## config.mk

```make
export PLATFORM = sky130hd
export DESIGN_NAME = binary_min_heap_queue
export DESIGN_NICKNAME = d
export VERILOG_FILES = /design/src/hw/rtl/bmhq_pkg.sv /design/src/hw/rtl/bmhq_ram.sv /design/src/hw/rtl/binary_min_heap_queue.sv
export SDC_FILE = /design/constraint.sdc
export NUM_CORES = 2
export LEC_CHECK = 0
export ABC_AREA = 1
export BUFFER_PORTS_ARGS = -buffer_cell sky130_fd_sc_hd__buf_4
export CORE_AREA = 2 2 489 491
export DETAILED_ROUTE_END_ITERATION = 12
export DIE_AREA = 0 0 491 493
export GPL_TIMING_DRIVEN = 1
export SKIP_LAST_GASP = 1
export SYNTH_ARGS = -nofsm -noshare
export SYNTH_HDL_FRONTEND = slang
export SYNTH_SLANG_ARGS = --single-unit
```

## constraint.sdc

```tcl
create_clock -name i_clk -period 11.7 [get_ports i_clk]
set_input_delay 2.34 -clock i_clk [delete_from_list [all_inputs] [get_ports i_clk]]
set_output_delay 2.34 -clock i_clk [all_outputs]
set_load 0.02 [all_outputs]
```

## src/hw/rtl/bmhq_pkg.sv

```systemverilog
package bmhq_pkg;

    localparam int DEPTH_DEF     = 64;
    localparam int KEY_WIDTH_DEF = 32;

    typedef enum logic [1:0] {
        STAT_OK        = 2'd0,
        STAT_FULL      = 2'd1,
        STAT_EMPTY     = 2'd2
    } t_status;

    typedef enum logic [3:0] {
        S_IDLE,
        S_UP_RD,
        S_UP_CMP,
        S_DN_LAST,
        S_DN_KEY,
        S_DN_L,
        S_DN_R,
        S_DN_CMP,
        S_DONE
    } t_state;

endpackage

```

## src/hw/rtl/bmhq_ram.sv

```systemverilog
module bmhq_ram #(
    parameter int WIDTH = 32,
    parameter int DEPTH = 64
) (
    input  logic                     i_clk,
    input  logic                     i_we,
    input  logic [$clog2(DEPTH)-1:0] i_waddr,
    input  logic [WIDTH-1:0]         i_wdata,
    input  logic [$clog2(DEPTH)-1:0] i_raddr,
    output logic [WIDTH-1:0]         o_rdata
);

    logic [WIDTH-1:0] r_mem [DEPTH];

    always_ff @(posedge i_clk) begin
        if (i_we) begin
            r_mem[i_waddr] <= i_wdata;
        end
        o_rdata <= r_mem[i_raddr];
    end

endmodule

```

## src/hw/rtl/binary_min_heap_queue.sv

```systemverilog
// Binary min-heap priority queue. Pulse start (while busy is low) with
// i_mode = 0 to insert i_key, or i_mode = 1 to remove the smallest key.
// Exactly one result word follows each command: o_valid is high for one
// cycle with the minimum after the operation (zero when empty), the entry
// count, an empty flag and a status (ok / insert rejected full / delete
// rejected empty). The receiver cannot stall; sample the result ports in
// the o_valid cycle. Keys live in one single-port-write, registered-read
// RAM walked by a small sequencer with its signed key compares, so busy
// stays high for the whole command. Per level, an insert reads the
// parent, compares, and moves the parent down into the hole while the key
// is smaller, then writes the key where it stops. A delete fetches the
// last entry, then per level reads the left child, reads the right child
// and compares, moving the smaller child up while it is below the key,
// until a leaf is reached or the key fits; a delete that empties the queue
// ends after the fetch. The registered RAM read sets the per-level cost;
// rejected commands go straight to the result. A new command is taken in
// the cycle after the result. No clearing pass is needed after reset: only
// data from slots below the count is ever used.
module binary_min_heap_queue
    import bmhq_pkg::*;
#(
    parameter int DEPTH     = DEPTH_DEF,
    parameter int KEY_WIDTH = KEY_WIDTH_DEF
) (
    input  logic                          i_clk,
    input  logic                          i_rst_n,
    input  logic                          start,
    output logic                          busy,
    input  logic                          i_mode,
    input  logic signed [KEY_WIDTH-1:0]   i_key,
    output logic                          o_valid,
    output logic signed [KEY_WIDTH-1:0]   o_min_key,
    output logic [$clog2(DEPTH+1)-1:0]    o_count,
    output logic                          o_is_empty,
    output logic [1:0]                    o_status
);

    localparam int IDX_W = $clog2(DEPTH);
    localparam int CNT_W = $clog2(DEPTH + 1);
    // child index math needs room for 2*idx+2
    localparam int CHD_W = IDX_W + 2;

    // sequencer state
    t_state                      r_state, n_state;
    logic [CNT_W-1:0]            r_cnt, n_cnt;
    logic [IDX_W-1:0]            r_idx, n_idx;      // current hole
    logic signed [KEY_WIDTH-1:0] r_key, n_key;      // key being sifted
    logic signed [KEY_WIDTH-1:0] r_vl, n_vl;        // left child value
    logic                        r_has_r, n_has_r;  // right child exists
    logic signed [KEY_WIDTH-1:0] r_min, n_min;      // mirror of slot 0
    t_status                     r_status, n_status;

    // RAM port
    logic                        ram_we;
    logic [IDX_W-1:0]            ram_waddr;
    logic [KEY_WIDTH-1:0]        ram_wdata;
    logic [IDX_W-1:0]            ram_raddr;
    logic [KEY_WIDTH-1:0]        ram_rdata;
    logic signed [KEY_WIDTH-1:0] rd_val;

    // index helpers
    logic [IDX_W-1:0]            parent;
    logic [CHD_W-1:0]            left_c, right_c, cnt_ext;
    logic                        use_r;
    logic signed [KEY_WIDTH-1:0] child_val;
    logic [IDX_W-1:0]            child_idx;

    bmhq_ram #(
        .WIDTH (KEY_WIDTH),
        .DEPTH (DEPTH)
    ) u_ram (
        .i_clk   (i_clk),
        .i_we    (ram_we),
        .i_waddr (ram_waddr),
        .i_wdata (ram_wdata),
        .i_raddr (ram_raddr),
        .o_rdata (ram_rdata)
    );

    assign rd_val  = $signed(ram_rdata);
    assign parent  = (r_idx - IDX_W'(1)) >> 1;
    assign left_c  = {1'b0, r_idx, 1'b1};
    assign right_c = left_c + CHD_W'(1);
    assign cnt_ext = CHD_W'(r_cnt);

    // smaller child; left wins a tie
    assign use_r     = r_has_r && (rd_val < r_vl);
    assign child_val = use_r ? rd_val : r_vl;
    assign child_idx = use_r ? right_c[IDX_W-1:0] : left_c[IDX_W-1:0];

    always_ff @(posedge i_clk) begin
        if (!i_rst_n) begin
            r_state  <= S_IDLE;
            r_cnt    <= '0;
            r_status <= STAT_OK;
        end else begin
            r_state  <= n_state;
            r_cnt    <= n_cnt;
            r_status <= n_status;
        end
        r_idx   <= n_idx;
        r_key   <= n_key;
        r_vl    <= n_vl;
        r_has_r <= n_has_r;
        r_min   <= n_min;
    end

    always_comb begin
        n_state   = r_state;
        n_cnt     = r_cnt;
        n_idx     = r_idx;
        n_key     = r_key;
        n_vl      = r_vl;
        n_has_r   = r_has_r;
        n_status  = r_status;
        ram_we    = 1'b0;
        ram_waddr = r_idx;
        ram_wdata = r_key;
        ram_raddr = parent;

        unique case (r_state)
            S_IDLE: begin
                if (start) begin
                    n_status = STAT_OK;
                    if (!i_mode) begin
                        if (r_cnt == CNT_W'(DEPTH)) begin
                            n_status = STAT_FULL;
                            n_state  = S_DONE;
                        end else begin
                            n_idx   = r_cnt[IDX_W-1:0];
                            n_key   = i_key;
                            n_cnt   = r_cnt + CNT_W'(1);
                            n_state = S_UP_RD;
                        end
                    end else begin
                        if (r_cnt == '0) begin
                            n_status = STAT_EMPTY;
                            n_state  = S_DONE;
                        end else begin
                            n_cnt   = r_cnt - CNT_W'(1);
                            n_state = S_DN_LAST;
                        end
                    end
                end
            end
            S_UP_RD: begin
                if (r_idx == '0) begin
                    ram_we  = 1'b1;
                    n_state = S_DONE;
                end else begin
                    ram_raddr = parent;
                    n_state   = S_UP_CMP;
                end
            end
            S_UP_CMP: begin
                ram_we = 1'b1;
                if (r_key < rd_val) begin
                    // parent moves down into the hole
                    ram_wdata = ram_rdata;
                    n_idx     = parent;
                    n_state   = S_UP_RD;
                end else begin
                    n_state = S_DONE;
                end
            end
            S_DN_LAST: begin
                // last entry sits at the new count
                ram_raddr = r_cnt[IDX_W-1:0];
                n_idx     = '0;
                n_state   = (r_cnt == '0) ? S_DONE : S_DN_KEY;
            end
            S_DN_KEY: begin
                n_key   = rd_val;
                n_state = S_DN_L;
            end
            S_DN_L: begin
                if (left_c >= cnt_ext) begin
                    ram_we  = 1'b1;
                    n_state = S_DONE;
                end else begin
                    ram_raddr = left_c[IDX_W-1:0];
                    n_state   = S_DN_R;
                end
            end
            S_DN_R: begin
                n_vl      = rd_val;
                n_has_r   = right_c < cnt_ext;
                ram_raddr = right_c[IDX_W-1:0];
                n_state   = S_DN_CMP;
            end
            S_DN_CMP: begin
                ram_we = 1'b1;
                if (child_val < r_key) begin
                    ram_wdata = child_val;
                    n_idx     = child_idx;
                    n_state   = S_DN_L;
                end else begin
                    n_state = S_DONE;
                end
            end
            S_DONE: begin
                n_state = S_IDLE;
            end
            default: begin
                n_state = S_IDLE;
            end
        endcase

        n_min = (ram_we && ram_waddr == '0) ? $signed(ram_wdata) : r_min;
    end

    assign busy       = (r_state != S_IDLE);
    assign o_valid    = (r_state == S_DONE);
    assign o_min_key  = (r_cnt == '0) ? '0 : r_min;
    assign o_count    = r_cnt;
    assign o_is_empty = (r_cnt == '0);
    assign o_status   = r_status;

endmodule
```

### Word level (Yosys, flattened, before mapping)

Memory sizes are Yosys's and may differ from the RTL's. A register that Yosys moved wholly into a read port is not among the register bits.
Index checks and enable logic that the tools add are counted.
W data, S select, Z words.

* bits in registers: 116
* memories: 1
* RAM bits: 2048
* word-level logic and storage cells: 86
* output and inout bits: 44

Memories
* u_ram.r_mem: depth 64, width 32, read ports 1, clocked after memory_dff 1, write ports 1, RTL line bmhq_ram.sv:13 `logic [WIDTH-1:0] r_mem [DEPTH];`

* $add $sub $neg: 4
* $lt $le $gt $ge: 5
* mux-type cells: 39
* equal/unequal tests: 16
* reductions and logical operators: 13

Operator list (count)
* $mux W32: 7
* $pmux W32 S2: 2
* $lt A32 B32 Y1: 3
* $mux W6: 7
* $mux W4: 9
* $pmux W4 S8: 1
* $pmux W6 S4: 1
* $mux W7: 3
* $pmux W6 S3: 1
* $eq A4 B3 Y1 const B: 4
* $ne A2 B2 Y1 const B: 7
* $add A7 B1 Y8 const B: 1
* $eq A4 B2 Y1 const B: 2
* $lt A8 B7 Y1: 1
* $reduce_and A4 Y1: 2
* $reduce_bool A4 Y1: 2
* $add A7 B1 Y7 const B: 1
* $eq A7 B7 Y1 const B: 1
* $ge A7 B7 Y1: 1
* $logic_not A7 Y1: 1
* $sub A7 B1 Y7 const B: 1
* $logic_not A6 Y1: 1
* $reduce_and A6 Y1: 1
* $sub A6 B1 Y6 const B: 1
* other kinds (10): 16

### Logic depth before layout (Yosys ltp)

* depth in word-level cells: 6
* gate-level depth with buffers: 34
* mapped depth without buffers: 33

### Modules after synthesis

Synthesis repeated with hierarchy kept, for this count alone.

* cells, all modules: 7996
* area, all modules: 92690.1 µm²

Modules (own cells, without submodules)
* bmhq_ram: times used 1, sequential area each 62139.6 µm², area each 82738.1 µm², cells each 6769
* binary_min_heap_queue: times used 1, sequential area each 3353.2 µm², area each 9952.0 µm², cells each 1227

### Worst setup path after synthesis

No wires, ideal clock.

* kind: reg2reg
* from: register r_vl[5]
* to: register r_min[3], data pin
* path buffers: 2
* data required time: 11.094 ns
* cell stages (with the launch flop): 29
* clock period less this slack: 4.925 ns
* arrival time: 4.319 ns
* library setup time: 0.606 ns
* slack: 6.775 ns
* path through: edfxtp_1 -> inv_1 -> ha_1 -> a21oi_1 -> nor2_1 -> nor3_1 -> nand2_1 -> nand2_1 -> nand2_1 -> nand2_2 -> nand3_2 -> nand3_4 -> clkbuf_1 -> nand2_1 -> o21ai_0 -> ha_1 -> nand2_1 -> inv_2 -> nand2_1 -> nand3_1 -> nand3_1 -> a21oi_1 -> a2111oi_4 -> nand3_4 -> nand2_8 -> buf_12 -> nand2_4 -> nand3_2 -> nand3_1

* cells in the longest elaborated chain, start to end: 6

Ends and longest elaborated chain
* start: declaration: RTL line binary_min_heap_queue.sv:48 `logic signed [KEY_WIDTH-1:0] r_vl, n_vl;`
* start signal: assignment: RTL line binary_min_heap_queue.sv:103 `r_vl <= n_vl;`
* $lt A32 B32 Y1: RTL line binary_min_heap_queue.sv:87 `assign use_r = r_has_r && (rd_val < r_vl);`
* $logic_and A1 B1 Y1: RTL line binary_min_heap_queue.sv:87
* $mux W32 (*): RTL line binary_min_heap_queue.sv:88 `assign child_val = use_r ? rd_val : r_vl;`
* $lt A32 B32 Y1: RTL line binary_min_heap_queue.sv:193 `if (child_val < r_key) begin`
* $mux W32 (*): RTL line binary_min_heap_queue.sv:193
* $pmux W32 S2 (*): RTL line binary_min_heap_queue.sv:121 `unique case (r_state)`
* net ram_wdata[3]: RTL line binary_min_heap_queue.sv:56 `logic [KEY_WIDTH-1:0] ram_wdata;`
* end signal: assignment: RTL line binary_min_heap_queue.sv:105 `r_min <= n_min;`
* end: declaration: RTL line binary_min_heap_queue.sv:50 `logic signed [KEY_WIDTH-1:0] r_min, n_min;`

The timed path passes the listed nets; every way through them passes the cells marked *.
A chain may end at the register's enable or synchronous reset.

### Worst setup path in the final report

* from: register r_vl[5]
* to: memory u_ram.r_mem[19][13], data pin

* cells in the longest elaborated chain, start to end: 6

Ends and longest elaborated chain (RTL line)
* $lt A32 B32 Y1: binary_min_heap_queue.sv:87
* $logic_and A1 B1 Y1: binary_min_heap_queue.sv:87
* $mux W32 (*): binary_min_heap_queue.sv:88
* $lt A32 B32 Y1: binary_min_heap_queue.sv:193
* $mux W32 (*): binary_min_heap_queue.sv:193
* $pmux W32 S2 (*): binary_min_heap_queue.sv:121
* net ram_wdata[13]: binary_min_heap_queue.sv:56
* end: declaration: bmhq_ram.sv:13

Marks and branches as above.

==> impl_metrics.env <==
export IMPL_run_status="completed"
export IMPL_grtUsageTotal_pct=21.3
export IMPL_startpoint_type="flip-flop"
export IMPL_worstPathArrival_ns=7.47
export IMPL_layout_nets=8012
export IMPL_post_cts_resize_count=0
export IMPL_timing_critical_path_mode_cell="sky130_fd_sc_hd__nand2_1"
export IMPL_gpl_final_weighted_congestion=0.885
export IMPL_grt_antenna_before_repair=2
export IMPL_wl_per_cell_um=23.5
export IMPL_edff_count_synth=2151
export IMPL_avgViaCountPerCell=5.45
export IMPL_buffer_ports_inserted=79
export IMPL_floorplan_die_area_um2=242000
export IMPL_synthToLayoutAreaGrowth_pct=11.4
export IMPL_max_freq_mhz=144
export IMPL_netlist_area_leader_share_pct=68.6
export IMPL_worst_case_clock_buffer_depth=3
export IMPL_cts_num_sinks=2196
export IMPL_cts_tree="done"
export IMPL_die_width_um=491
export IMPL_setup_worst_path_class="flip-flop to flip-flop"
export IMPL_synthesis_instances=7913
export IMPL_timing_critical_path_slowest_stage_cell="sky130_fd_sc_hd__nand3_2"
export IMPL_maxSlewHeadroom_pct=19.8
export IMPL_worst_setup_hold_path_clk_slew_ns=0.06
export IMPL_asyncSetResetFlopFracSynth_pct=0
export IMPL_first_global_vias=56000
export IMPL_maxCapViolCount=0
export IMPL_post_synth_top_area_cell="sky130_fd_sc_hd__edfxtp_1"
export IMPL_globalRouteMet3Util_pct=3.72
export IMPL_area_of_the_core_region_um2=237000
export IMPL_row_count=179
export IMPL_hold_path_depth=0
export IMPL_cts_buffers_inserted=216
export IMPL_clk_latency_ns=0.87
export IMPL_grt_max_degree=256
export IMPL_synth_cells_most_frequent="sky130_fd_sc_hd__edfxtp_1 (2,151), sky130_fd_sc_hd__inv_1 (1,227), sky130_fd_sc_hd__nand3_1 (892)"
export IMPL_dr_pass1_iters=6
export IMPL_ys_seq_elements=2196
export IMPL_nature_of_the_critical_path_endpoint="flip-flop"
export IMPL_slew_viol_final=0
export IMPL_cpPeakStageDelay_ns=0.78
export IMPL_grt_overflow_total=0
export IMPL_top_level_ports=80
export IMPL_remaining_drc_errors=0
export IMPL_cp_required_ns=12.24
export IMPL_post_synth_cell_area_avg_um2=11.9
export IMPL_routed_wl_um=264000
export IMPL_setup_violations_final=0
export IMPL_timing_hold_violations_final=0
export IMPL_worstHoldPathType="flip-flop to flip-flop"
export IMPL_setup_buffers_after_cts=0
export IMPL_postCtsHoldBufs=0
export IMPL_finClkSkew_ns=0.0329
export IMPL_worst_path_max_fanout=73
export IMPL_reg2reg_from="r_vl[5]"
export IMPL_post_synth_num_cell_types=48
export IMPL_rr_endpoint="u_ram.r_mem[19][13]"
export IMPL_grt_pass1_wl_um=382000
export IMPL_clock_tree_htree_level_count=4
export IMPL_min_delay_worst_endpoint="r_vl[21]"
export IMPL_via_count=61100
export IMPL_ys_seq_area_share_pct=69.5
export IMPL_min_from="u_ram.o_rdata[21]"
export IMPL_die_height_um=493
export IMPL_post_synth_net_total=8063
export IMPL_post_dp_hpwl_um=139000
export IMPL_antenna_violating_nets_left=0
export IMPL_clk_root_buffer_cell="sky130_fd_sc_hd__clkbuf_16"
export IMPL_globalRoute_busiestLayer="met2"
export IMPL_yosysMostFrequentCell="sky130_fd_sc_hd__edfxtp_1"
export IMPL_reg2reg_setup_slack_ns=4.77
export IMPL_dominantRegCellSynth="sky130_fd_sc_hd__edfxtp_1"
export IMPL_grt_util_met2_pct=32.7
export IMPL_netlist_area_um2=94200
export IMPL_gr_usage_met1_pct=30.6
export IMPL_floorplan_initialDensity_pct=39.8
export IMPL_detailedRoute_firstIterationViolations=7006
export IMPL_grt_setup_unrepaired="false"
export IMPL_final_layout_size_suffix_gt1_share_pct=8.41
export IMPL_fin_crit_ns=6.93
export IMPL_synth_area_leaders="sky130_fd_sc_hd__edfxtp_1 (69%), sky130_fd_sc_hd__inv_1 (4.9%), sky130_fd_sc_hd__nand3_1 (4.7%)"
export IMPL_worst_r2r_path_depth=27
export IMPL_synthesis_yosys_warnings=0
export IMPL_layout_worst_path_cycle_share_pct=59.2
export IMPL_sum_of_negative_setup_slack_ns=0
export IMPL_worstMarginPinSlew_ns=1.20
## critical path, delay by kind of cell, from the launching register on
family / cells / cell delay [ns]
adder cells (fa/ha/maj): 2 / 0.61
AND/OR/NAND/NOR: 18 / 3.54
flip-flops: 1 / 0.34
buffers and inverters: 3 / 0.68
AO/OA/AOI/OAI: 4 / 1.28
## cell usage in the layout, fill, tap and decap left out, types with 87 or more instances in the layout
| master | instances |
|---|---|
| sky130_fd_sc_hd__edfxtp_1 | 2151 |
| sky130_fd_sc_hd__inv_1 | 1215 |
| sky130_fd_sc_hd__nand3_1 | 888 |
| sky130_fd_sc_hd__nand2_1 | 757 |
| sky130_fd_sc_hd__o21ai_0 | 703 |
| sky130_fd_sc_hd__a21oi_1 | 571 |
| sky130_fd_sc_hd__o211ai_1 | 554 |
| sky130_fd_sc_hd__clkbuf_16 | 216 |
| sky130_fd_sc_hd__buf_4 | 210 |
| sky130_fd_sc_hd__ha_1 | 113 |
| sky130_fd_sc_hd__nor2_1 | 87 |
## logic make-up (layout without fill, tap and decap cells)
logic type	count (synthesis)	count (layout)	share of synthesized area [%]
flops	2196	2196	69.5
simple gates	1977	1977	10.1
buf+inv	1728	1856	7.19
compound gates	1891	1891	11.6
other cells	0	6	0
fa+ha+maj	114	114	1.52
xor+xnor	7	7	0.0651
## routing by layer
layer  wire, µm  share of wire [%]  vias up
met5          0                  0        -
met4       8330                3.2        0
met3      23600                8.9      359
met2     118000                 45     2643
met1     114000                 43    30100
li1           -                  -    28000
## flip-flops by register name (all words and copies together) (netlist names)
signal,cells
u_ram.r_mem,2048
r_key,32
r_min,32
r_vl,32
u_ram.o_rdata,32
o_count,7
r_idx,6
r_state,4
o_status,2
r_has_r,1
## final cells by class
| type | instances | area (µm²) |
|---|---|---|
| Sequential cell | 2196 | 65500 |
| Multi-Input combinational cell | 3989 | 22300 |
| Clock inverter | 137 | 1120 |
| Fill cell | 21600 | 132000 |
| Clock buffer | 260 | 5580 |
| Tap cell | 3167 | 3960 |
| Timing Repair Buffer | 222 | 1820 |
| Inverter | 1237 | 4670 |
| Antenna cell | 6 | 15.0 |
## how the worst max path moves through the flow
stage | depth (start not counted) | from | slack (ns) | endpoint
floorplan | 28 | r_vl[5] | 6.77 | r_min[3]
global placement | 27 | r_vl[5] | 4.95 | u_ram.r_mem[20][13]
detailed placement | 27 | r_vl[5] | 4.87 | u_ram.r_mem[20][13]
CTS | 27 | r_vl[5] | 4.82 | u_ram.r_mem[25][13]
global route | 27 | r_vl[5] | 4.24 | u_ram.r_mem[25][13]
finish | 27 | r_vl[5] | 4.77 | u_ram.r_mem[19][13]
## per-stage QoR
| stage | utilization [%] | std cells | hold WS, ns | instance area (µm²) | setup WS (ns) |
|---|---|---|---|---|---|
| global route | 44.3 | 11200 | 0.469 | 105000 | 4.24 |
| global placement | 41.4 | 10800 | 0.440 | 98200 | 4.95 |
| floorplan | - | 7913 | 0.434 | 94200 | 6.77 |
| detailed placement | 41.4 | 10800 | 0.452 | 98200 | 4.87 |
| finish | 44.3 | 11200 | 0.447 | 105000 | 4.77 |
| CTS | 44.3 | 11200 | 0.446 | 105000 | 4.82 |
Power is not shown: default switching activity piles up to over one toggle a cycle in this logic, so the estimate is an artifact.
